## config.mk

```make
export PLATFORM = sky130hd
export DESIGN_NAME = watchdog_timer_registers_core
export DESIGN_NICKNAME = d
export VERILOG_FILES = /design/src/hdl/wdt_pkg.sv /design/src/hdl/watchdog_timer_registers_core.sv
export SDC_FILE = /design/constraint.sdc
export NUM_CORES = 1
export LEC_CHECK = 0
export BUFFER_PORTS_ARGS = -buffer_cell sky130_fd_sc_hd__buf_2
export CORE_MARGIN = 10
export CORE_UTILIZATION = 55
export CTS_BUF_LIST = sky130_fd_sc_hd__clkbuf_8
export CTS_CLUSTER_SIZE = 10
export DETAILED_ROUTE_END_ITERATION = 6
export GPL_TIMING_DRIVEN = 0
export PLACE_DENSITY = 0.73
export REMOVE_ABC_BUFFERS = 1
export SLEW_MARGIN = 15
export SYNTH_ARGS = -nofsm -noshare
export SYNTH_HDL_FRONTEND = slang
export SYNTH_SLANG_ARGS = --single-unit
```

## constraint.sdc

```tcl
create_clock -name clk -period 2.45 [get_ports clk]
set_input_delay 0.245 -clock clk [delete_from_list [all_inputs] [get_ports clk]]
set_output_delay 0.245 -clock clk [all_outputs]
set_load 0.005 [all_outputs]
```

## src/hdl/wdt_pkg.sv

```systemverilog
// wdt_pkg: shared constants and types for the byte-wide watchdog register core
// opcodes, register offsets and control byte bit positions
// no dependencies
`default_nettype none
package wdt_pkg;

  localparam int COUNT_BITS = 24;
  localparam logic [31:0] MAX_COUNTER = 32'h00FF_FFFF;
  // seed bits that can ever be set: counter width and the 24-bit register limit
  localparam logic [31:0] CNT_MASK32 = (COUNT_BITS == 32) ? 32'hFFFF_FFFF
                                       : ((32'd1 << COUNT_BITS) - 32'd1);
  localparam logic [COUNT_BITS-1:0] SEED_MASK =
    COUNT_BITS'(CNT_MASK32 & MAX_COUNTER);

  typedef enum logic [1:0] {
    OP_READ  = 2'd0,
    OP_WRITE = 2'd1,
    OP_TICK  = 2'd2,
    OP_NOP   = 2'd3
  } opcode_t;

  typedef enum logic [2:0] {
    REG_NONE    = 3'd0,
    REG_CONTROL = 3'd1,
    REG_CAPT_HI = 3'd2,
    REG_CAPT_MD = 3'd3,
    REG_CAPT_LO = 3'd4,
    REG_SEED_HI = 3'd5,
    REG_SEED_MD = 3'd6,
    REG_SEED_LO = 3'd7
  } reg_offset_t;

  // control byte bit positions
  localparam int CB_MODE    = 7;
  localparam int CB_INT     = 6;
  localparam int CB_RST_ACT = 5;
  localparam int CB_PET     = 4;
  localparam int CB_RUN     = 3;
  localparam int CB_CAPT    = 2;
  localparam int CB_RESET   = 1;
  localparam int CB_ALARM   = 0;

  // byte of a counter-wide value, bits above the counter read as zero
  function automatic logic [7:0] byte_of(input logic [COUNT_BITS-1:0] v,
                                         input logic [1:0] idx);
    logic [31:0] wide;
    wide = 32'(v);
    case (idx)
      2'd2:    byte_of = wide[23:16];
      2'd1:    byte_of = wide[15:8];
      2'd0:    byte_of = wide[7:0];
      default: byte_of = 8'd0;
    endcase
  endfunction

endpackage
`default_nettype wire

```

## src/hdl/watchdog_timer_registers_core.sv

```systemverilog
// watchdog_timer_registers_core: byte-wide register-mapped watchdog timer
// decodes register reads, writes and timer ticks into one result register
// depends on wdt_pkg
//
// the result is valid in the cycle after input acceptance
// throughput: one item per cycle; the single result register is refilled
//   in the cycle it is taken, so input stalls only while a result waits
// reset: synchronous, active high; boot mode set, all other state cleared, result word not reset
`default_nettype none
module watchdog_timer_registers_core
  import wdt_pkg::*;
(
  input  wire logic       clk,
  input  wire logic       rst,
  input  wire logic       in_valid,
  output logic            in_ready,
  input  wire logic [1:0] opcode,
  input  wire logic [2:0] reg_offset,
  input  wire logic [7:0] write_byte,
  output logic            out_valid,
  input  wire logic       out_ready,
  output logic [7:0]      read_byte,
  output logic            irq_level,
  output logic            system_reset_pulse
);

  logic                  boot_mode, boot_mode_next;
  logic                  act_interrupt, act_interrupt_next;
  logic                  act_reset, act_reset_next;
  logic                  running, running_next;
  logic                  alarm, alarm_next;
  logic [COUNT_BITS-1:0] seed, seed_next;
  logic [COUNT_BITS-1:0] count, count_next;
  logic [COUNT_BITS-1:0] captured, captured_next;
  logic [7:0]            rd_next;
  logic                  pulse_next;
  logic [7:0]            ctrl_byte;
  logic                  accept;
  logic                  alarm_w;
  logic [COUNT_BITS-1:0] seed_w;

  assign in_ready = !out_valid || out_ready;
  assign accept   = in_valid && in_ready;

  always_comb begin
    ctrl_byte = 8'd0;
    ctrl_byte[CB_MODE]    = boot_mode;
    ctrl_byte[CB_INT]     = act_interrupt;
    ctrl_byte[CB_RST_ACT] = act_reset;
    ctrl_byte[CB_RUN]     = running;
    ctrl_byte[CB_ALARM]   = alarm;
  end

  always_comb begin
    boot_mode_next     = boot_mode;
    act_interrupt_next = act_interrupt;
    act_reset_next     = act_reset;
    running_next       = running;
    alarm_next         = alarm;
    seed_next          = seed;
    count_next         = count;
    captured_next      = captured;
    rd_next            = 8'd0;
    pulse_next         = 1'b0;
    alarm_w            = alarm;
    seed_w             = seed;

    case (opcode_t'(opcode))
      OP_READ: begin
        case (reg_offset_t'(reg_offset))
          REG_CONTROL: rd_next = ctrl_byte;
          REG_CAPT_HI: rd_next = byte_of(captured, 2'd2);
          REG_CAPT_MD: rd_next = byte_of(captured, 2'd1);
          REG_CAPT_LO: rd_next = byte_of(captured, 2'd0);
          REG_SEED_HI: rd_next = byte_of(seed, 2'd2);
          REG_SEED_MD: rd_next = byte_of(seed, 2'd1);
          REG_SEED_LO: rd_next = byte_of(seed, 2'd0);
          default:     rd_next = 8'd0;
        endcase
      end
      OP_WRITE: begin
        case (reg_offset_t'(reg_offset))
          REG_CONTROL: begin
            act_interrupt_next = write_byte[CB_INT];
            act_reset_next     = write_byte[CB_RST_ACT];
            if (write_byte[CB_RESET]) begin
              running_next = 1'b0;
              alarm_next   = 1'b0;
              alarm_w      = 1'b0;
              if (write_byte[CB_MODE]) begin
                boot_mode_next = 1'b0;
              end
            end
            // pet is refused while the alarm stands, after any reset above
            if (write_byte[CB_PET] && !alarm_w) begin
              count_next   = seed;
              running_next = 1'b1;
            end
            // capture sees the count after any pet in the same word
            if (write_byte[CB_CAPT]) begin
              captured_next = count_next;
            end
          end
          REG_SEED_HI, REG_SEED_MD, REG_SEED_LO: begin
            if (!running) begin
              seed_w = seed;
              case (reg_offset_t'(reg_offset))
                REG_SEED_HI: seed_w = COUNT_BITS'((32'(seed) & ~32'h00FF_0000)
                                      | (32'(write_byte) << 16));
                REG_SEED_MD: seed_w = COUNT_BITS'((32'(seed) & ~32'h0000_FF00)
                                      | (32'(write_byte) << 8));
                default:     seed_w = COUNT_BITS'((32'(seed) & ~32'h0000_00FF)
                                      | 32'(write_byte));
              endcase
              seed_next = seed_w & SEED_MASK;
            end
          end
          default: ;
        endcase
      end
      OP_TICK: begin
        if (running) begin
          if (count != '0) begin
            count_next = count - COUNT_BITS'(1);
          end
          // alarm when the count lands on zero or was already there
          if (count == '0 || count == COUNT_BITS'(1)) begin
            alarm_next   = 1'b1;
            running_next = 1'b0;
            pulse_next   = act_reset;
          end
        end
      end
      default: ;
    endcase
  end

  always_ff @(posedge clk) begin
    if (rst) begin
      boot_mode     <= 1'b1;
      act_interrupt <= 1'b0;
      act_reset     <= 1'b0;
      running       <= 1'b0;
      alarm         <= 1'b0;
      seed          <= '0;
      count         <= '0;
      captured      <= '0;
      out_valid     <= 1'b0;
    end else begin
      if (accept) begin
        boot_mode     <= boot_mode_next;
        act_interrupt <= act_interrupt_next;
        act_reset     <= act_reset_next;
        running       <= running_next;
        alarm         <= alarm_next;
        seed          <= seed_next;
        count         <= count_next;
        captured      <= captured_next;
        out_valid     <= 1'b1;
      end else if (out_ready) begin
        out_valid <= 1'b0;
      end
    end
  end

  // result word, no reset needed
  always_ff @(posedge clk) begin
    if (accept) begin
      read_byte          <= rd_next;
      irq_level          <= alarm_next && act_interrupt_next;
      system_reset_pulse <= pulse_next;
    end
  end

  a_alarm_stops_timer : assert property (@(posedge clk) disable iff (rst)
    alarm |-> !running)
    else $error("alarm set while timer running");

  a_irq_tracks_state : assert property (@(posedge clk) disable iff (rst)
    out_valid |-> (irq_level == (alarm && act_interrupt)))
    else $error("irq level disagrees with alarm state");

  a_pulse_needs_alarm : assert property (@(posedge clk) disable iff (rst)
    (out_valid && system_reset_pulse) |-> (alarm && act_reset && !running))
    else $error("reset pulse without alarm and reset action");

  a_pulse_on_alarm_rise : assert property (@(posedge clk) disable iff (rst)
    $past(accept) && system_reset_pulse |-> !$past(alarm))
    else $error("reset pulse while alarm already stood");

  a_seed_frozen : assert property (@(posedge clk) disable iff (rst)
    $past(running) && !$past(rst) |-> seed == $past(seed))
    else $error("seed changed while running");

endmodule
`default_nettype wire
```

### After elaboration in Yosys (flattened, before gate mapping)

Index checks and enable logic that the tools add are counted.

* flip-flop bits (word level): 88
* input port bits: 17
* output and inout bits: 12

* add/sub/neg operators: 1
* equality and inequality tests: 14
* multiplexer cells: 24
* bitwise logic cells: 4
* reductions and logical operators: 20

Operators with widths (count)
* 2-to-1 mux 24 bit: 4
* one-hot mux 24 bit (2 select lines): 2
* one-hot mux 8 bit (7 select lines): 1
* equality test 24 x 1 -> 1 bit (second input constant): 1
* logical NOT 24 bit: 1
* bitwise OR 16 x 24 -> 24 bit: 1
* bitwise OR 24 x 16 -> 24 bit: 1
* bitwise OR 24 x 8 -> 24 bit: 1
* nonzero test 24 bit: 1
* subtractor 24 x 1 -> 24 bit (second input constant): 1
* 2-to-1 mux 1 bit: 15
* equality test 3 bit (second input constant): 4
* AND reduction 4 bit: 3
* AND reduction 5 bit: 2
* equality test 3 x 2 -> 1 bit (second input constant): 2
* AND reduction 3 bit: 2
* != test 2 bit (second input constant): 2
* one-hot mux 1 bit (2 select lines): 2
* nonzero test 2 bit: 2
* equality test 3 x 1 -> 1 bit (second input constant): 1
* logical AND 1 bit: 3
* != test 3 bit (second input constant): 1
* OR reduction 3 bit: 1
* equality test 2 x 1 -> 1 bit (second input constant): 1
* 6 further kinds: 8

### Longest topological paths before layout

Gate-level depths: netlist of the first run.

* depth after elaboration: 8
* depth in mapped cells: 9
* mapped depth without buffers: 7

### Least setup slack after synthesis of the first run

No wires, ideal clock.

* path type: flip-flop to flip-flop
* start point: register count[0]
* end point: register count[14]
* arrival time: 1.899 ns
* data required time: 2.318 ns
* setup slack: 0.419 ns
* cell stages (with the launch flop): 9
* buffers on the path: 1
* clock period less this slack: 2.031 ns
* path through: dfxtp_1 > inv_1 > ha_1 > nor4b_1 > and4_1 > a211o_2 > buf_4 > o311ai_1 > a21oi_1

* longest elaborated chain between the ends: 4

Ends and longest elaborated chain
* start: declaration: RTL line watchdog_timer_registers_core.sv:33 `logic [COUNT_BITS-1:0] count, count_next;`
* start signal: assignment: RTL line watchdog_timer_registers_core.sv:157 `count <= count_next;`
* subtractor 24 x 1 -> 24 bit: RTL line watchdog_timer_registers_core.sv:124 `count_next = count - COUNT_BITS'(1);`
* 2-to-1 mux 24 bit: RTL line watchdog_timer_registers_core.sv:123 `if (count != '0) begin`
* 2-to-1 mux 24 bit: RTL line watchdog_timer_registers_core.sv:122 `if (running) begin`
* one-hot mux 24 bit (2 select lines): RTL line watchdog_timer_registers_core.sv:68 `case (opcode_t'(opcode))`

Parallel ways exist; a longest one is shown, timed or not. The select of a mux whose other input is x is not followed.
A chain may end at the register's enable or synchronous reset.

==> results of run 1 <==
## power breakdown
part           leakage [nW]  switching [mW]  internal [mW]
clock network         0.121           0.605          0.621
registers             0.732          0.0301           1.48
logic                  1.04           0.308          0.167
## final timing paths
path	from	endpoint	slack, ns
worst max-delay path	running$_SDFFE_PP0P_	flop	-0.1
worst min-delay path	write_byte[5]	seed[5]$_SDFFE_PP0P_	0.12
worst max register to register	running$_SDFFE_PP0P_	flop	-0.1
worst min register to register	boot_mode$_SDFFE_PP1P_	boot_mode$_SDFFE_PP1P_	0.48
## stage by stage
stage,worst slack [ns],setup TNS (ns),hold slack (ns),instances
finish,-0.09526,-0.6021,0.1241,694
global route,-0.1393,-1.742,0.1260,694
CTS,0.02145,0,0.1232,690
detailed placement,-0.6106,-23.10,0.4577,672
global placement,-1.977,-81.84,0.4559,670
floorplan,-0.4165,-7.574,0.3112,534
## layout by cell type, fill, tap and decap left out, types with 5 or more instances in the layout
master    count
a211oi_1     10
a21oi_1      30
a221oi_2     11
a22o_1        5
a311oi_1     12
and4_1        5
buf_2        27
buf_4         7
clkbuf_8     10
dfxtp_1      77
edfxtp_1     10
ha_1          5
inv_1        22
mux2_2       17
mux2i_1      28
nand2_1      63
nand4_1      10
nor2_1       67
nor2b_1       7
nor3_1       11
o21ai_0      27
o221ai_1      5
o22ai_1       7
o32ai_1       7
## worst max-delay path, cell delays in order (launching register included)
cell	delay [ns]
dfxtp_1	0.45
nor2b_1	0.15
nand4_1	0.59
nor2b_2	0.88
mux2i_1	0.26
nor2_1	0.07
## cells by family after synthesis
logic type	share of synthesized area, %
AND/OR/NAND/NOR	20.31
AO/OA/AOI/OAI	24.62
flip-flops	36.68
buffers and inverters	5.842
multiplexers	11.07
adder cells (fa/ha/maj)	1.479
## final cells by class
| cell class | count | area, um2 | area share, % |
|---|---|---|---|
| sequential | 88 | 1863 | 33.68 |
| tap | 108 | 135.1 | 2.443 |
| clock inverter | 6 | 100.1 | 1.810 |
| clock buffer | 10 | 137.6 | 2.488 |
| timing repair buffer | 36 | 227.7 | 4.117 |
| inverter | 24 | 90.09 | 1.629 |
| multi-input combinational | 422 | 2978 | 53.83 |
## routing by layer
metal | GRT usage, % | routed length (um)
met5 | 0 | 0
met4 | 10.09 | 508
met3 | 5.685 | 1647
met2 | 35.34 | 6935
met1 | 32.32 | 6677
## what timing repair did
| item | 4_1_cts | 5_1_grt |
|---|---|---|
| hold endpoints to repair | 0 | 0 |
| setup endpoints to repair | 42 | 43 |
| resized for setup | 6 | 5 |
| pin swaps | 2 | 1 |
| setup buffers | 2 | 4 |
==> impl_metrics.py, run 1 <==
metrics = {
    "status": {
        "run_status": "complete, but fails checks",
        "violations": "negative setup slack",
    },
    "power": {
        "leakagePower_nw": 1.895,
        "cellPowerDensity_nw_per_um2": 580.4,
        "p_total_mw": 3.211,
        "ir_drop_uv": 348.0,
    },
    "finish": {
        "design_area_um2": 5532,
        "fillerInstances": 758,
        "drive_gt1_share_pct": 19.28,
        "syn_to_final_growth_pct": 8.972,
        "final_nets": 604,
        "final_util_pct": 62.51,
        "num_antenna_cells": 0,
    },
    "setup_path": {
        "r2r_cells": 5,
        "path_max_fanout": 11,
        "cp.required_ns": 2.67,
        "arrival_ns": 2.76,
        "cp-end-kind": "flop",
        "startpoint_type": "flop",
        "crit_type": "reg2reg",
    },
    "synthesis": {
        "syn_avg_cell_area_um2": 8.767,
        "synth_common_cells": "dfxtp_1 (78), nor2_1 (69), nand2_1 (63)",
        "syn-cell-area_um2": 5076,
        "synth-seq-cells": 88,
        "yosysWarnings": 0,
        "synthFlopType": "dfxtp_1",
        "synthTopCellsByArea": "dfxtp_1 (31%), edfxtp_1 (5.9%), mux2i_1 (5.5%), nor2_1 (5.1%), nand2_1 (4.7%)",
        "yosysTopAreaCell": "dfxtp_1",
        "synth-edff-count": 10,
        "synth_top_area_share_pct": 30.76,
        "seq_area_frac_synth_pct": 36.68,
        "synthArstFlopShare_pct": 0,
        "yosysUniqueCellTypes": 76,
        "synthCells": 579,
        "yosysMostFrequentCell": "dfxtp_1",
    },
    "grt": {
        "antenna_found_initial": 0,
        "grt_max_degree": 75,
        "grt-ovfl-total": 0,
        "grtUsageTotal_pct": 23.81,
        "grt_pass1_vias": 4533,
        "grt_pass1_wl_um": 25190,
    },
    "floorplanning": {
        "fp-row-count": 34,
        "start_util_pct": 57.37,
        "core-area_um2": 8848,
        "pin_count": 29,
        "die-area_um2": 13470,
        "fp.dieW_um": 116.1,
        "die_y_um": 116.1,
    },
    "timing": {
        "setup_ws_ns": -0.09526,
        "worstMarginPinSlew_ns": 1.028,
        "fin_worst_skew_ns": 0.01661,
        "post-route-min-period_ns": 2.545,
        "hold_viol_final": 0,
        "min_period_over_period_pct": 103.9,
        "relSlewSlack_pct": 31.41,
        "finalSetupViolCount": 12,
        "rsz0062_at_grt": "yes",
        "clock.fmax_mhz": 392.9,
        "finalMaxSlewViolations": 0,
    },
    "routing": {
        "vias_per_cell": 6.820,
        "wl_per_cell_um": 22.72,
        "drtIter0Drc": 714,
        "vias": 4733,
        "drtPass1Iterations": 6,
        "ant_nets": 0,
        "routed_wl_um": 15770,
        "drc_errors": 0,
    },
    "clocking": {
        "htree_num_levels": 3,
        "cts_root_buf": "clkbuf_8",
        "cts_inserted_buffers": 9,
        "cts_buffer_depth": 2,
        "clkSlewWorstSetupHoldPaths_ns": 0.11,
        "cts_hold_buffers": 0,
        "clkSinkCount": 88,
        "clk_latency_ns": 0.38,
        "cts_tree": "done",
    },
    "placed_design": {
        "portBuffers": 28,
        "routabilityCongestion": 0.9711,
        "dp_hpwl_um": 10750,
        "dpl_cell_area_um2": 5197,
    },
    "hold_path": {
        "holdPathStages": 3,
        "min_path_type": "in2reg",
    },
    "job": {
        "cap_violations": 0,
    },
}
No activity file was read; power rests on OpenSTA's default activity.
==> inputs of run 2 (changes only) <==
CORE_UTILIZATION = 63   (was 55)
PLACE_DENSITY = 0.82   (was 0.73)
==> impl_metrics.py, run 2 (same netlist as run 1, synthesis figures left out) <==
metrics = {
    "floorplanning": {
        "fp-row-count": 32,
        "die_y_um": 109.8,
        "core-area_um2": 7767,
        "start_util_pct": 65.35,
        "pin_count": 29,
        "fp.dieW_um": 109.8,
        "die-area_um2": 12050,
    },
    "finish": {
        "num_antenna_cells": 0,
        "layout_common_cells": "dfxtp_1 (77), nor2_1 (66), nand2_1 (63)",
        "multi_input_area_um2": 2994,
        "syn_to_final_growth_pct": 8.233,
        "regArea_um2": 1863,
        "drive_gt1_share_pct": 19.35,
        "final_nets": 602,
        "fillerInstances": 609,
        "final_common_cell": "dfxtp_1",
    },
    "timing": {
        "tns_ns": 0,
        "finalMaxSlewViolations": 0,
        "post-route-min-period_ns": 2.400,
        "worstMarginPinSlew_ns": 1.028,
        "min_period_over_period_pct": 97.94,
        "finalSetupViolCount": 0,
        "relSlewSlack_pct": 31.39,
        "hold_viol_final": 0,
        "clock.fmax_mhz": 416.7,
        "hold_ws_ns": 0.1321,
        "fin_worst_skew_ns": 0.01643,
    },
    "routing": {
        "wl_met2_um": 7100,
        "ant_nets": 0,
        "wl_met3_um": 1768,
        "vias": 4859,
        "drtIter0Drc": 584,
        "routed_wl_um": 15670,
        "drtPass1Iterations": 7,
        "wl_per_cell_um": 22.84,
        "met1Wirelength_um": 6235,
        "vias_per_cell": 7.083,
        "drc_errors": 5,
        "top_layer": "met4",
    },
    "clocking": {
        "cts_tree": "done",
        "clkSinkCount": 88,
        "cts_root_buf": "clkbuf_8",
        "clkSlewWorstSetupHoldPaths_ns": 0.10,
        "cts_inserted_buffers": 9,
        "cts_buffer_depth": 2,
        "clk_latency_ns": 0.37,
        "cts_hold_buffers": 0,
        "htree_num_levels": 3,
    },
    "status": {
        "violations": "design-rule violations",
        "run_status": "complete, but fails checks",
    },
    "setup_path": {
        "arrival_ns": 2.62,
        "reg2reg_from": "running$_SDFFE_PP0P_",
        "cp_cell_sequence": "nor2b_1 > nand4_1 > nor2b_4 > mux2i_1 > nor2_1",
        "cp.required_ns": 2.67,
        "crit_type": "reg2reg",
        "cp-end-kind": "flop",
        "slowest_delay_ns": 0.65,
        "crit_path_start": "running$_SDFFE_PP0P_",
        "slowest_stage": "nor2b_4",
        "startpoint_type": "flop",
        "path_max_fanout": 11,
    },
    "grt": {
        "grt_pass1_wl_um": 24980,
        "grt_max_degree": 75,
        "grtUsageTotal_pct": 26.43,
        "grt_pass1_vias": 4610,
        "grt-ovfl-total": 0,
        "antenna_found_initial": 0,
    },
    "power": {
        "p_total_mw": 3.072,
        "ir_drop_uv": 292.3,
        "leakagePower_nw": 1.869,
        "cellPowerDensity_nw_per_um2": 559.2,
    },
    "placed_design": {
        "routabilityCongestion": 0.9661,
        "dp_hpwl_um": 10690,
        "portBuffers": 28,
    },
    "hold_path": {
        "hp-start": "write_byte[0]",
        "min_path_type": "in2reg",
    },
    "job": {
        "cap_violations": 0,
    },
}
-- run 2: report_power, final --
group          internal (mW)  total [mW]  switching (mW)
logic                  0.160       0.469           0.309
registers               1.48        1.51          0.0298
clock network          0.515        1.09           0.579
-- run 2: metrics by stage --
step | setup slack (ns) | area (um2) | std cells | util (%)
global route | -0.01535 | 5494 | 686 | 70.73
finish | 0.05044 | 5494 | 686 | 70.73
global placement | -1.962 | 5137 | 664 | 66.14
CTS | 0.0009890 | 5455 | 684 | 70.23
detailed placement | -0.9377 | 5177 | 665 | 66.66
floorplan | -0.4165 | 4870 | 534 | -
-- run 2: worst max-delay path, delay by kind of cell (launching register included) --
kind	cells	cell delay, ns
flip-flops	1	0.43
multiplexers	1	0.30
AND/OR/NAND/NOR	4	1.51
-- run 2: worst paths after layout --
kind                                    to  slack (ns)  cells after the start
setup / recovery                      flop        0.05                      5
hold / removal        seed[0]$_SDFFE_PP0P_        0.13                      3
setup reg to reg                      flop        0.05                      5
hold reg to reg   captured[8]$_SDFFE_PP0P_        0.49                      2
-- run 2: final cells by class --
cell class	instances	area share, %
repair buffers	34	3.780
inverters	24	1.640
clock buffers	10	2.505
flip-flops and latches	88	33.91
clock inverters	6	1.344
multi-input cells	422	54.50
well taps	102	2.323
-- run 2: layer usage --
layer | vias to the layer above | global-route usage [%]
met5 | - | 0
li1 | 2153 | -
met2 | 342 | 40.76
met4 | 0 | 10.69
met1 | 2311 | 35.19
met3 | 53 | 5.734
-- run 2: repair_timing --
action                     CTS  global route
gates resized for setup      8             7
hold endpoints to repair     0             0
setup buffers                3             2
gates cloned                 0             0
setup endpoints to repair   58            35
pin swaps                    2             2
